===== src/pwts_pkg.sv =====
// Shared types, constants and helpers for the procedural wall texel shader.
package pwts_pkg;

  // Texture edge length; must be a power of two between 8 and 1024.
  localparam int TEX_SIZE = 64;
  localparam int TEX_BITS = $clog2(TEX_SIZE);

  localparam logic [7:0] KIND_BRICK = 8'd1;

  // Hash multipliers.
  localparam logic [31:0] HASH_MUL_X    = 32'd374761393;
  localparam logic [31:0] HASH_MUL_Y    = 32'd668265263;
  localparam logic [31:0] HASH_MUL_SALT = 32'd2246822519;
  localparam logic [31:0] HASH_MUL_MIX  = 32'd1274126177;

  // Shade factors, unsigned with 16 fraction bits.
  localparam int FACTOR_BITS = 17;
  localparam int SPAN_BITS   = 15;
  localparam logic [FACTOR_BITS-1:0] F_MORTAR      = 17'd39322;
  localparam logic [FACTOR_BITS-1:0] F_BRICK_BASE  = 17'd62259;
  localparam logic [SPAN_BITS-1:0]   F_BRICK_SPAN  = 15'd6554;
  localparam logic [FACTOR_BITS-1:0] F_MARBLE_BASE = 17'd45875;
  localparam logic [SPAN_BITS-1:0]   F_MARBLE_SPAN = 15'd26214;
  // Marble reaches the highest factor.
  localparam logic [FACTOR_BITS-1:0] F_MAX         = F_MARBLE_BASE + FACTOR_BITS'(F_MARBLE_SPAN);

  // Divide by three as multiply by reciprocal; exact for values below 2048.
  localparam int DIV3_MUL   = 683;
  localparam int DIV3_SHIFT = 11;
  localparam int DIV3_PBITS = TEX_BITS + 10;

  typedef struct packed {
    logic [7:0] red;
    logic [7:0] green;
    logic [7:0] blue;
  } rgb_t;

  typedef struct packed {
    logic                brick;
    logic                mortar;
    logic [7:0]          kind;
    logic [TEX_BITS-1:0] hx;
    logic [TEX_BITS-1:0] hy;
    rgb_t                color;
  } texel_t;

  typedef struct packed {
    logic        brick;
    logic        mortar;
    logic [31:0] hash;
    rgb_t        color;
  } mix_t;

  function automatic logic [TEX_BITS-1:0] div3(input logic [TEX_BITS-1:0] x);
    logic [DIV3_PBITS-1:0] p;
    p = DIV3_PBITS'(x) * DIV3_PBITS'(DIV3_MUL);
    return TEX_BITS'(p >> DIV3_SHIFT);
  endfunction

  // Truncate coord * TEX_SIZE / 2^16 toward zero and wrap into the texture.
  function automatic logic [TEX_BITS-1:0] wrap_texel(input logic signed [31:0] c);
    logic [32+TEX_BITS-1:0] p;
    logic                   bump;
    p    = {c, {TEX_BITS{1'b0}}};
    bump = c[31] && (p[15:0] != 16'd0);
    return p[16+TEX_BITS-1:16] + TEX_BITS'(bump);
  endfunction

  function automatic logic [7:0] scale_sat(input logic [7:0] c,
                                           input logic [FACTOR_BITS-1:0] f);
    logic [FACTOR_BITS+7:0] p;
    p = (FACTOR_BITS+8)'(c) * (FACTOR_BITS+8)'(f);
    return (p[FACTOR_BITS+7:24] != '0) ? 8'hFF : p[23:16];
  endfunction

endpackage


===== src/procedural_wall_texel_shader_top.sv =====
// Top level of the procedural wall texel shader pipeline.
//
//   channel | handshake          | payload
//   --------+--------------------+---------------------------------------------
//   input   | in_valid, in_stall | wall_type, u_coord, v_coord, base_red/green/blue
//   output  | out_valid, out_stall | shade_red, shade_green, shade_blue
//
// Five register stages: texel wrap, hash sum, hash mix, shade factor, color scale.
// One item per clock while out_stall is low.
// Each stage advances when it is empty or the next one moves, so bubbles collapse
// and in_stall rises only when every stage is full and out_stall is high.
// Synchronous reset clears all valid bits; payload registers are not reset.
module procedural_wall_texel_shader_top (
  input  logic               clk,
  input  logic               rst,
  input  logic               in_valid,
  output logic               in_stall,
  input  logic [7:0]         wall_type,
  input  logic signed [31:0] u_coord,
  input  logic signed [31:0] v_coord,
  input  logic [7:0]         base_red,
  input  logic [7:0]         base_green,
  input  logic [7:0]         base_blue,
  output logic               out_valid,
  input  logic               out_stall,
  output logic [7:0]         shade_red,
  output logic [7:0]         shade_green,
  output logic [7:0]         shade_blue
);
  import pwts_pkg::*;

  logic   tex_ready;
  logic   tex_valid;
  texel_t tex_item;
  logic   hash_ready;
  logic   hash_valid;
  mix_t   hash_item;
  logic   shade_ready;

  pwts_texel u_texel (
    .clk        (clk),
    .rst        (rst),
    .in_valid   (in_valid),
    .wall_type  (wall_type),
    .u_coord    (u_coord),
    .v_coord    (v_coord),
    .base_red   (base_red),
    .base_green (base_green),
    .base_blue  (base_blue),
    .down_ready (hash_ready),
    .up_ready   (tex_ready),
    .out_valid  (tex_valid),
    .out_item   (tex_item)
  );

  pwts_hash u_hash (
    .clk        (clk),
    .rst        (rst),
    .in_valid   (tex_valid),
    .in_item    (tex_item),
    .down_ready (shade_ready),
    .up_ready   (hash_ready),
    .out_valid  (hash_valid),
    .out_item   (hash_item)
  );

  pwts_shade u_shade (
    .clk         (clk),
    .rst         (rst),
    .in_valid    (hash_valid),
    .in_item     (hash_item),
    .down_ready  (!out_stall),
    .up_ready    (shade_ready),
    .out_valid   (out_valid),
    .shade_red   (shade_red),
    .shade_green (shade_green),
    .shade_blue  (shade_blue)
  );

  assign in_stall = !tex_ready;

`ifndef SYNTHESIS
  a_stall_only_when_blocked: assert property (@(posedge clk) disable iff (rst)
    in_stall |-> out_valid && out_stall && tex_valid && hash_valid)
    else $error("input stalled while pipeline can advance");

  a_empty_after_reset: assert property (@(posedge clk)
    rst |=> !out_valid && !tex_valid)
    else $error("valid set right after reset");
`endif

endmodule


===== src/pwts_texel.sv =====
// Stage 1: texel coordinates, mortar test and hash inputs.
module pwts_texel (
  input  logic                   clk,
  input  logic                   rst,
  input  logic                   in_valid,
  input  logic [7:0]             wall_type,
  input  logic signed [31:0]     u_coord,
  input  logic signed [31:0]     v_coord,
  input  logic [7:0]             base_red,
  input  logic [7:0]             base_green,
  input  logic [7:0]             base_blue,
  input  logic                   down_ready,
  output logic                   up_ready,
  output logic                   out_valid,
  output pwts_pkg::texel_t       out_item
);
  import pwts_pkg::*;

  logic [TEX_BITS-1:0] tx;
  logic [TEX_BITS-1:0] ty;
  logic                brick;
  texel_t              item_next;

  always_comb begin
    tx    = wrap_texel(u_coord);
    ty    = wrap_texel(v_coord);
    brick = (wall_type == KIND_BRICK);
    item_next.brick       = brick;
    item_next.mortar      = brick && ((tx[2:0] == 3'd0) || (ty[2:0] == 3'd0));
    item_next.kind        = wall_type;
    item_next.hx          = brick ? tx : div3(tx);
    item_next.hy          = brick ? ty : div3(ty);
    item_next.color.red   = base_red;
    item_next.color.green = base_green;
    item_next.color.blue  = base_blue;
  end

  assign up_ready = !out_valid || down_ready;

  always_ff @(posedge clk) begin
    if (rst) begin
      out_valid <= 1'b0;
    end else if (up_ready) begin
      out_valid <= in_valid;
    end
  end

  always_ff @(posedge clk) begin
    if (up_ready && in_valid) begin
      out_item <= item_next;
    end
  end

endmodule


===== src/pwts_hash.sv =====
// Stages 2 and 3: multiplicative hash of the texel and wall type.
module pwts_hash (
  input  logic             clk,
  input  logic             rst,
  input  logic             in_valid,
  input  pwts_pkg::texel_t in_item,
  input  logic             down_ready,
  output logic             up_ready,
  output logic             out_valid,
  output pwts_pkg::mix_t   out_item
);
  import pwts_pkg::*;

  logic        s2_valid;
  mix_t        s2;
  logic        s2_ready;
  logic        s3_ready;
  mix_t        s2_next;
  mix_t        s3_next;
  logic [31:0] folded;

  always_comb begin
    s2_next.brick  = in_item.brick;
    s2_next.mortar = in_item.mortar;
    s2_next.color  = in_item.color;
    s2_next.hash   = 32'(in_item.hx) * HASH_MUL_X
                   + 32'(in_item.hy) * HASH_MUL_Y
                   + 32'(in_item.kind) * HASH_MUL_SALT;
  end

  always_comb begin
    folded         = s2.hash ^ (s2.hash >> 13);
    s3_next        = s2;
    s3_next.hash   = folded * HASH_MUL_MIX;
  end

  assign s3_ready = !out_valid || down_ready;
  assign s2_ready = !s2_valid || s3_ready;
  assign up_ready = s2_ready;

  always_ff @(posedge clk) begin
    if (rst) begin
      s2_valid  <= 1'b0;
      out_valid <= 1'b0;
    end else begin
      if (s2_ready) begin
        s2_valid <= in_valid;
      end
      if (s3_ready) begin
        out_valid <= s2_valid;
      end
    end
  end

  always_ff @(posedge clk) begin
    if (s2_ready && in_valid) begin
      s2 <= s2_next;
    end
    if (s3_ready && s2_valid) begin
      out_item <= s3_next;
    end
  end

endmodule


===== src/pwts_shade.sv =====
// Stages 4 and 5: shade factor from the hash, then color scaling.
module pwts_shade (
  input  logic           clk,
  input  logic           rst,
  input  logic           in_valid,
  input  pwts_pkg::mix_t in_item,
  input  logic           down_ready,
  output logic           up_ready,
  output logic           out_valid,
  output logic [7:0]     shade_red,
  output logic [7:0]     shade_green,
  output logic [7:0]     shade_blue
);
  import pwts_pkg::*;

  localparam int PROD_BITS = 24 + SPAN_BITS;

  logic                   s4_valid;
  logic [FACTOR_BITS-1:0] factor;
  rgb_t                   s4_color;
  logic                   s4_ready;
  logic                   s5_ready;
  logic [23:0]            noise;
  logic [SPAN_BITS-1:0]   span;
  logic [FACTOR_BITS-1:0] base;
  logic [PROD_BITS-1:0]   prod;
  logic [FACTOR_BITS-1:0] factor_next;
  logic [FACTOR_BITS+7:0] red_raw;

  always_comb begin
    noise = in_item.hash[23:0] ^ {8'd0, in_item.hash[31:16]};
    span  = in_item.brick ? F_BRICK_SPAN : F_MARBLE_SPAN;
    base  = in_item.brick ? F_BRICK_BASE : F_MARBLE_BASE;
    prod  = PROD_BITS'(noise) * PROD_BITS'(span);
    factor_next = in_item.mortar ? F_MORTAR
                                 : base + FACTOR_BITS'(prod[PROD_BITS-1:24]);
  end

  assign s5_ready = !out_valid || down_ready;
  assign s4_ready = !s4_valid || s5_ready;
  assign up_ready = s4_ready;

  always_ff @(posedge clk) begin
    if (rst) begin
      s4_valid  <= 1'b0;
      out_valid <= 1'b0;
    end else begin
      if (s4_ready) begin
        s4_valid <= in_valid;
      end
      if (s5_ready) begin
        out_valid <= s4_valid;
      end
    end
  end

  always_ff @(posedge clk) begin
    if (s4_ready && in_valid) begin
      factor   <= factor_next;
      s4_color <= in_item.color;
    end
    if (s5_ready && s4_valid) begin
      shade_red   <= scale_sat(s4_color.red, factor);
      shade_green <= scale_sat(s4_color.green, factor);
      shade_blue  <= scale_sat(s4_color.blue, factor);
    end
  end

  assign red_raw = (FACTOR_BITS+8)'(s4_color.red) * (FACTOR_BITS+8)'(factor);

`ifndef SYNTHESIS
  a_factor_range: assert property (@(posedge clk) disable iff (rst)
    s4_valid |-> (factor >= F_MORTAR) && (factor <= F_MAX))
    else $error("shade factor out of range");

  a_sat_only_above_one: assert property (@(posedge clk) disable iff (rst)
    s4_valid && !factor[FACTOR_BITS-1] |-> (red_raw[FACTOR_BITS+7:24] == '0))
    else $error("channel overflow with factor below one");
`endif

endmodule


===== config.mk =====
export PLATFORM = sky130hd
export DESIGN_NAME = procedural_wall_texel_shader_top
export DESIGN_NICKNAME = d
export VERILOG_FILES = /design/src/pwts_pkg.sv /design/src/procedural_wall_texel_shader_top.sv /design/src/pwts_texel.sv /design/src/pwts_hash.sv /design/src/pwts_shade.sv
export SDC_FILE = /design/constraint.sdc
export NUM_CORES = 2
export LEC_CHECK = 0
export BUFFER_PORTS_ARGS = -buffer_cell sky130_fd_sc_hd__buf_2
export CAP_MARGIN = 10
export CELL_PAD_IN_SITES_DETAIL_PLACEMENT = 0
export CELL_PAD_IN_SITES_GLOBAL_PLACEMENT = 2
export CORE_AREA = 2 2 321 323
export DETAILED_ROUTE_END_ITERATION = 10
export DIE_AREA = 0 0 323 325
export PLACE_DENSITY_LB_ADDON = 0.1
export SLEW_MARGIN = 20
export SYNTH_ARGS = -nofsm -noshare
export SYNTH_HDL_FRONTEND = slang
export SYNTH_HIERARCHICAL = 1
export SYNTH_SLANG_ARGS = --single-unit

===== constraint.sdc =====
create_clock -name clk -period 18.9 [get_ports clk]
set_clock_uncertainty 0.05 [all_clocks]
set_input_delay 0.945 -clock clk [delete_from_list [all_inputs] [get_ports clk]]
set_output_delay 0.945 -clock clk [all_outputs]
set_load 0.03 [all_outputs]

---- Word level (Yosys, flattened, before mapping) ----
Index checks and enable logic that the tools add are counted.
storage, ports and cells
  flip-flop bits (word level) ............. 232
  input port bits ......................... 100
  output and inout bits ................... 26
  logic and storage cells ................. 81
operators by class
  $add $sub $neg .......................... 5
  multiply operators ...................... 10
  equal/unequal tests ..................... 1
  mux-type cells .......................... 4
  bitwise gates (word level) .............. 2
  reductions and logical operators ........ 25
operators by type and width
  kind                                                                    count
  8-bit by 17-bit multiplier with 25-bit output                           3
  32-bit adder                                                            2
  24-bit by 15-bit multiplier with 39-bit output                          1
  32-bit by 31-bit multiplier with 32-bit output (second input constant)  1
  6-bit by 10-bit multiplier with 16-bit output (second input constant)   2
  6-bit by 29-bit multiplier with 32-bit output (second input constant)   1
  6-bit by 30-bit multiplier with 32-bit output (second input constant)   1
  8-bit by 32-bit multiplier with 32-bit output (second input constant)   1
  32-bit by 19-bit bitwise XOR with 32-bit output                         1
  15-bit two-way mux                                                      2
  24-bit by 16-bit bitwise XOR with 24-bit output                         1
  10-bit nonzero test                                                     2
  17-bit by 15-bit adder with 17-bit output                               1
  6-bit by 1-bit adder with 6-bit output                                  2
  5-bit two-way mux                                                       2
  8-bit by 1-bit == test with 1-bit output (second input constant)        1
  1-bit logical AND                                                       8
  1-bit zero test                                                         7
  3-bit zero test                                                         2
  1-bit logical OR                                                        6

---- Longest topological paths before layout ----
  word-level depth ........................ 7
  gate-level depth with buffers ........... 34
  depth with buffers taken out ............ 31

---- Hierarchy ----
Netlist, hierarchy kept.
modules (own cells, without submodules)
  module                            times used  cells an instance  area an instance (um^2)  seq. area each (um^2)
  pwts_shade                        1           2479               23264.8                  1991.9
  pwts_hash                         1           1821               20563.5                  3523.4
  pwts_texel                        1           300                3423.3                   1401.3
  procedural_wall_texel_shader_top  1           2                  7.5                      0.0

---- Least setup slack after synthesis ----
No wires, ideal clock.
  path kind ............................... reg2reg
  start point ............................. register u_hash/out_item[57] in the netlist's numbering
  end point ............................... register u_shade.factor[15] (data pin)
  setup time .............................. 0.254 ns
  arrival time ............................ 7.296 ns
  data required time ...................... 18.596 ns
  path slack .............................. 11.300 ns
  stages on the path, launching flop included .. 28
  buffers on the path ..................... 3
  period minus slack after synthesis ...... 7.600 ns
  cells stage by stage .................... edfxtp_1 clkbuf_1 clkbuf_1 clkbuf_1 nand2_1 inv_1 fa_1 fa_1 fa_1 fa_1 fa_1 inv_1 fa_1 inv_1 ha_1 and4_1 and3_4 a221o_1 o31ai_1 nand2_1 nand3_1 a21oi_1 a21oi_1 xnor2_1 ha_1 nand3b_1 or4b_1 a21o_1
on the way
  word-level cells in the longest chain between the ends .. 3
  elaborated cells between the ends (all ways) .. 4
  classes of those cells .................. add/sub: 1; mul: 1; mux: 2
RTL lines
  element                                         line              source
  start: declaration                              pwts_hash.sv:10   output pwts_pkg::mix_t out_item
  start signal: assignment                        pwts_hash.sv:60   out_item <= s3_next;
  15-bit two-way mux                              pwts_shade.sv:32  span = in_item.brick ? F_BRICK_SPAN : F_MARBLE_SPAN;
  24-bit by 15-bit multiplier with 39-bit output  pwts_shade.sv:34  prod = PROD_BITS'(noise) * PROD_BITS'(span);
  17-bit by 15-bit adder with 17-bit output (*)   pwts_shade.sv:36  : base + FACTOR_BITS'(prod[PROD_BITS-1:24]);
  end signal: assignment                          pwts_shade.sv:59  factor <= factor_next;
  end: declaration                                pwts_shade.sv:19  logic [FACTOR_BITS-1:0] factor;
Mark *: on every way between the ends. The rest lies on a longest branch, timed or not.
A chain may end at the register's enable or synchronous reset.

---- Worst setup path in the final report ----
  start point ............................. register u_hash/out_item[46] in the netlist's numbering
  end point ............................... register u_shade.factor[16] (data pin)
on the way
  word-level cells in the longest chain between the ends .. 3
RTL lines
  element                                          line              source
  24-bit by 16-bit bitwise XOR with 24-bit output  pwts_shade.sv:31  noise = in_item.hash[23:0] ^ {8'd0, in_item.hash[31:16]};
  24-bit by 15-bit multiplier with 39-bit output   pwts_shade.sv:34
  17-bit by 15-bit adder with 17-bit output        pwts_shade.sv:36
No other way between the ends.

==> metrics.md <==
| Metric | Value |
|---|---|
| RePlAce Congestion | `0.904` |
| IO Pins | `126` |
| First-pass GRT wire length | `182000 µm` |
| DR iter-0 viols | `1385` |
| Crit-path max cell delay | `0.55 ns` |
| Critical path launch point type | `register` |
| Final hold slack | `0.360 ns` |
| Share of layout cells above drive strength 1 | `5.08%` |
| Mapped Cells | `4602` |
| CP max stage cell | `edfxtp_1` |
| Post-Synth Simple-Gate Area | `9.53%` |
| Xor/xnor cell area share of the yosys netlist | `3.80%` |
| Die area | `105000 µm²` |
| Sink Count | `232` |
| Pre-CTS WS | `10.37 ns` |
| GRT Total Usage | `22.2%` |
| Synth-to-layout area growth | `6.39%` |
| Core box area | `101000 µm²` |
| Area leader, netlist | `fa_1` |
| Die height | `325 µm` |
| Initial antenna violation count | `5` |
| Top-area cell type share of the netlist area | `38.5%` |
| Worst Setup End Kind | `register` |
| Most used DFF post-synth | `edfxtp_1` |
| Hold buffer count at cts | `0` |
| Vias | `29861` |
| WS Path Type | `reg2reg` |
| Drt pass-1 iters | `5` |
| Fin. Hold Viols | `0` |
| Final Max Tran Viols | `0` |
| Slew headroom | `27.3%` |
| RSZ-0062 raised after global routing | `no` |
| WP data required | `19.24 ns` |
| Syn avg cell area | `10.3 µm²` |
| Fin worst setup slack | `10.32 ns` |
| Synth cell count leaders | `inv_1 (1215), fa_1 (910), ha_1 (651), nand2_1 (365), edfxtp_1 (227)` |
| Proportion of synthesized area in mux cells | `0.151%` |
| Adder-cell area share of the yosys netlist | `55.8%` |
| # DRC | `0` |
| Vias in the first global route | `32678` |
| Async SR Flop Fraction | `0%` |
| Die W | `323 µm` |
| Port Buf Inserts | `95` |
| EDFF count, synth | `227` |
| Syn. warnings | `6` |
| DP HPWL | `94100 µm` |
| Fillers | `9620` |
| Clk_lat worst skew | `0.58 ns` |
| Final worst path period share | `45.4%` |
| Clock tree from TritonCTS | `yes` |
| Clock root buffer | `clkbuf_16` |
| CP max FO | `7` |
| Post-route cell area | `50300 µm²` |
| Routed len/inst | `18.3 µm` |
| Maxcap violations | `0` |
| Gr ovfl total | `0` |
| CTS max path bufs | `3` |
| Top post-synthesis cells by area | `fa_1 (39%), ha_1 (17%), edfxtp_1 (14%)` |
| Starting density of the core | `46.7%` |
| Status | `finished clean` |
| Slew @ Worst Pin | `1.09 ns` |
| Via/cell ratio | `4.94` |
| Final antenna-violating net count | `0` |
| Flops & latches, synth | `232` |
| Largest net degree at the start of global routing | `66` |
| Sequential area share after synthesis | `14.6%` |
| Largest family of logic cells by synthesized area | `adder cells` |
| Clock Pin Slew Worst Setup and Hold Paths | `0.06 ns` |
| # setup viols final | `0` |
| Tmin final | `8.58 ns` |
| Post-route setup TNS | `0 ns` |
| Min-Delay Path Class | `reg2reg` |
| Htree depth | `1` |
| Cell Area, Synth | `47300 µm²` |
| F_max | `117 MHz` |
| Inserted Clock Buffers | `29` |
| Most frequent cell after synthesis | `inv_1` |
| Site row count | `117` |
| CTS resizes | `0` |
| Placed Area | `49200 µm²` |
| Complex-gate fraction of the synthesized area | `5.53%` |
| Fin nets | `6307` |
| Drt total wl | `110000 µm` |
| Crit path DAT | `8.91 ns` |
| Post-CTS Setup Inserts | `0` |
| Unique cell type count in the Yosys netlist | `94` |
==> cell families (layout without fill, tap and decap cells) <==
family,after synthesis,in the layout
xor gates and xnor gates,204,204
buffers and inverters,1327,1391
adders and majority gates,1561,1561
DFF,232,232
and+or+nand+nor,899,899
muxes,7,7
other,1,6
AOI/OAI and AO/OA,371,371
==> worst paths after layout <==
| path | from | to | slack (ns) | cells past startpoint |
|---|---|---|---|---|
| worst max register to register | u_hash/out_item[46]$_DFFE_PP_ | u_shade/factor[16]$_SDFFCE_PP0P_ | 10.32 | 29 |
| worst min register to register | u_hash/out_item[5]$_DFFE_PP_ | u_shade/s4_color[5]$_DFFE_PP_ | 0.36 | 0 |
| worst min-delay path | u_hash/out_item[5]$_DFFE_PP_ | u_shade/s4_color[5]$_DFFE_PP_ | 0.36 | 0 |
| worst max-delay path | u_hash/out_item[46]$_DFFE_PP_ | u_shade/factor[16]$_SDFFCE_PP0P_ | 10.32 | 29 |
==> registers in the layout, indices dropped and copies added (netlist names) <==
name	cells
u_texel/out_valid	1
u_texel/out_item	46
u_shade/s4_color	24
u_shade/shade_red	8
u_shade/shade_green	8
u_hash/s2	58
u_shade/out_valid	1
u_shade/shade_blue	8
u_shade/s4_valid	1
u_hash/out_item	58
u_hash/out_valid	1
u_shade/factor	17
u_hash/s2_valid	1
==> per-stage QoR <==
step | util [%] | std cells
after floorplan | - | 4605
after global placement | 48.6 | 5982
after detailed placement | 48.6 | 5982
after CTS | 49.6 | 6036
after global routing | 49.6 | 6038
final | 49.6 | 6039
==> layout by cell type (no fill, tap or decap), types with 12 or more instances in the layout <==
cell type	netlist	final
a211oi_1	17	17
a21o_1	44	44
a21oi_1	104	104
a31oi_1	14	14
and2_1	202	199
and3_1	19	19
buf_2	1	95
buf_4	1	25
clkbuf_16	0	29
edfxtp_1	227	227
fa_1	910	910
ha_1	651	651
inv_1	1215	1215
nand2_1	365	365
nand2b_1	54	54
nand3_1	45	45
nand4_1	13	13
nor2_1	91	91
nor2b_1	20	18
nor3_1	29	29
o211ai_1	13	13
o21ai_0	48	48
o21ai_1	12	12
o21bai_1	20	20
xnor2_1	130	130
xor2_1	73	72
==> layout make-up <==
| cell class | instances | area [µm²] | area share [%] |
|---|---|---|---|
| clock buffers | 35 | 768 | 1.53 |
| multi-input cells | 3046 | 35400 | 70.4 |
| repair buffers | 121 | 691 | 1.37 |
| inverters | 1216 | 4560 | 9.08 |
| clock inverters | 19 | 235 | 0.468 |
| flip-flops and latches | 232 | 6920 | 13.8 |
| well taps | 1368 | 1710 | 3.40 |
| diodes | 2 | 5.00 | 0.00995 |
==> worst max-delay path: cells and delay by family (launching register included) <==
family | cells | cell delay [ns]
AO/OA/AOI/OAI | 8 | 1.89
AND/OR/NAND/NOR | 5 | 1.09
adder cells (fa/ha/maj) | 8 | 3.62
flip-flops | 1 | 0.55
XOR/XNOR | 2 | 0.60
buffers and inverters | 6 | 0.58
==> per-layer routing <==
layer / GRT usage (%) / wire (µm) / vias to the layer above
met5: 0 / 0 / -
met4: 3.73 / 1620 / 0
met3: 2.16 / 3700 / 80
met2: 36.9 / 53000 / 389
met1: 31.8 / 52000 / 15114
li1: - / - / 14278
Power is not shown: default switching activity piles up to over one toggle a cycle in this logic, so the estimate is an artifact.
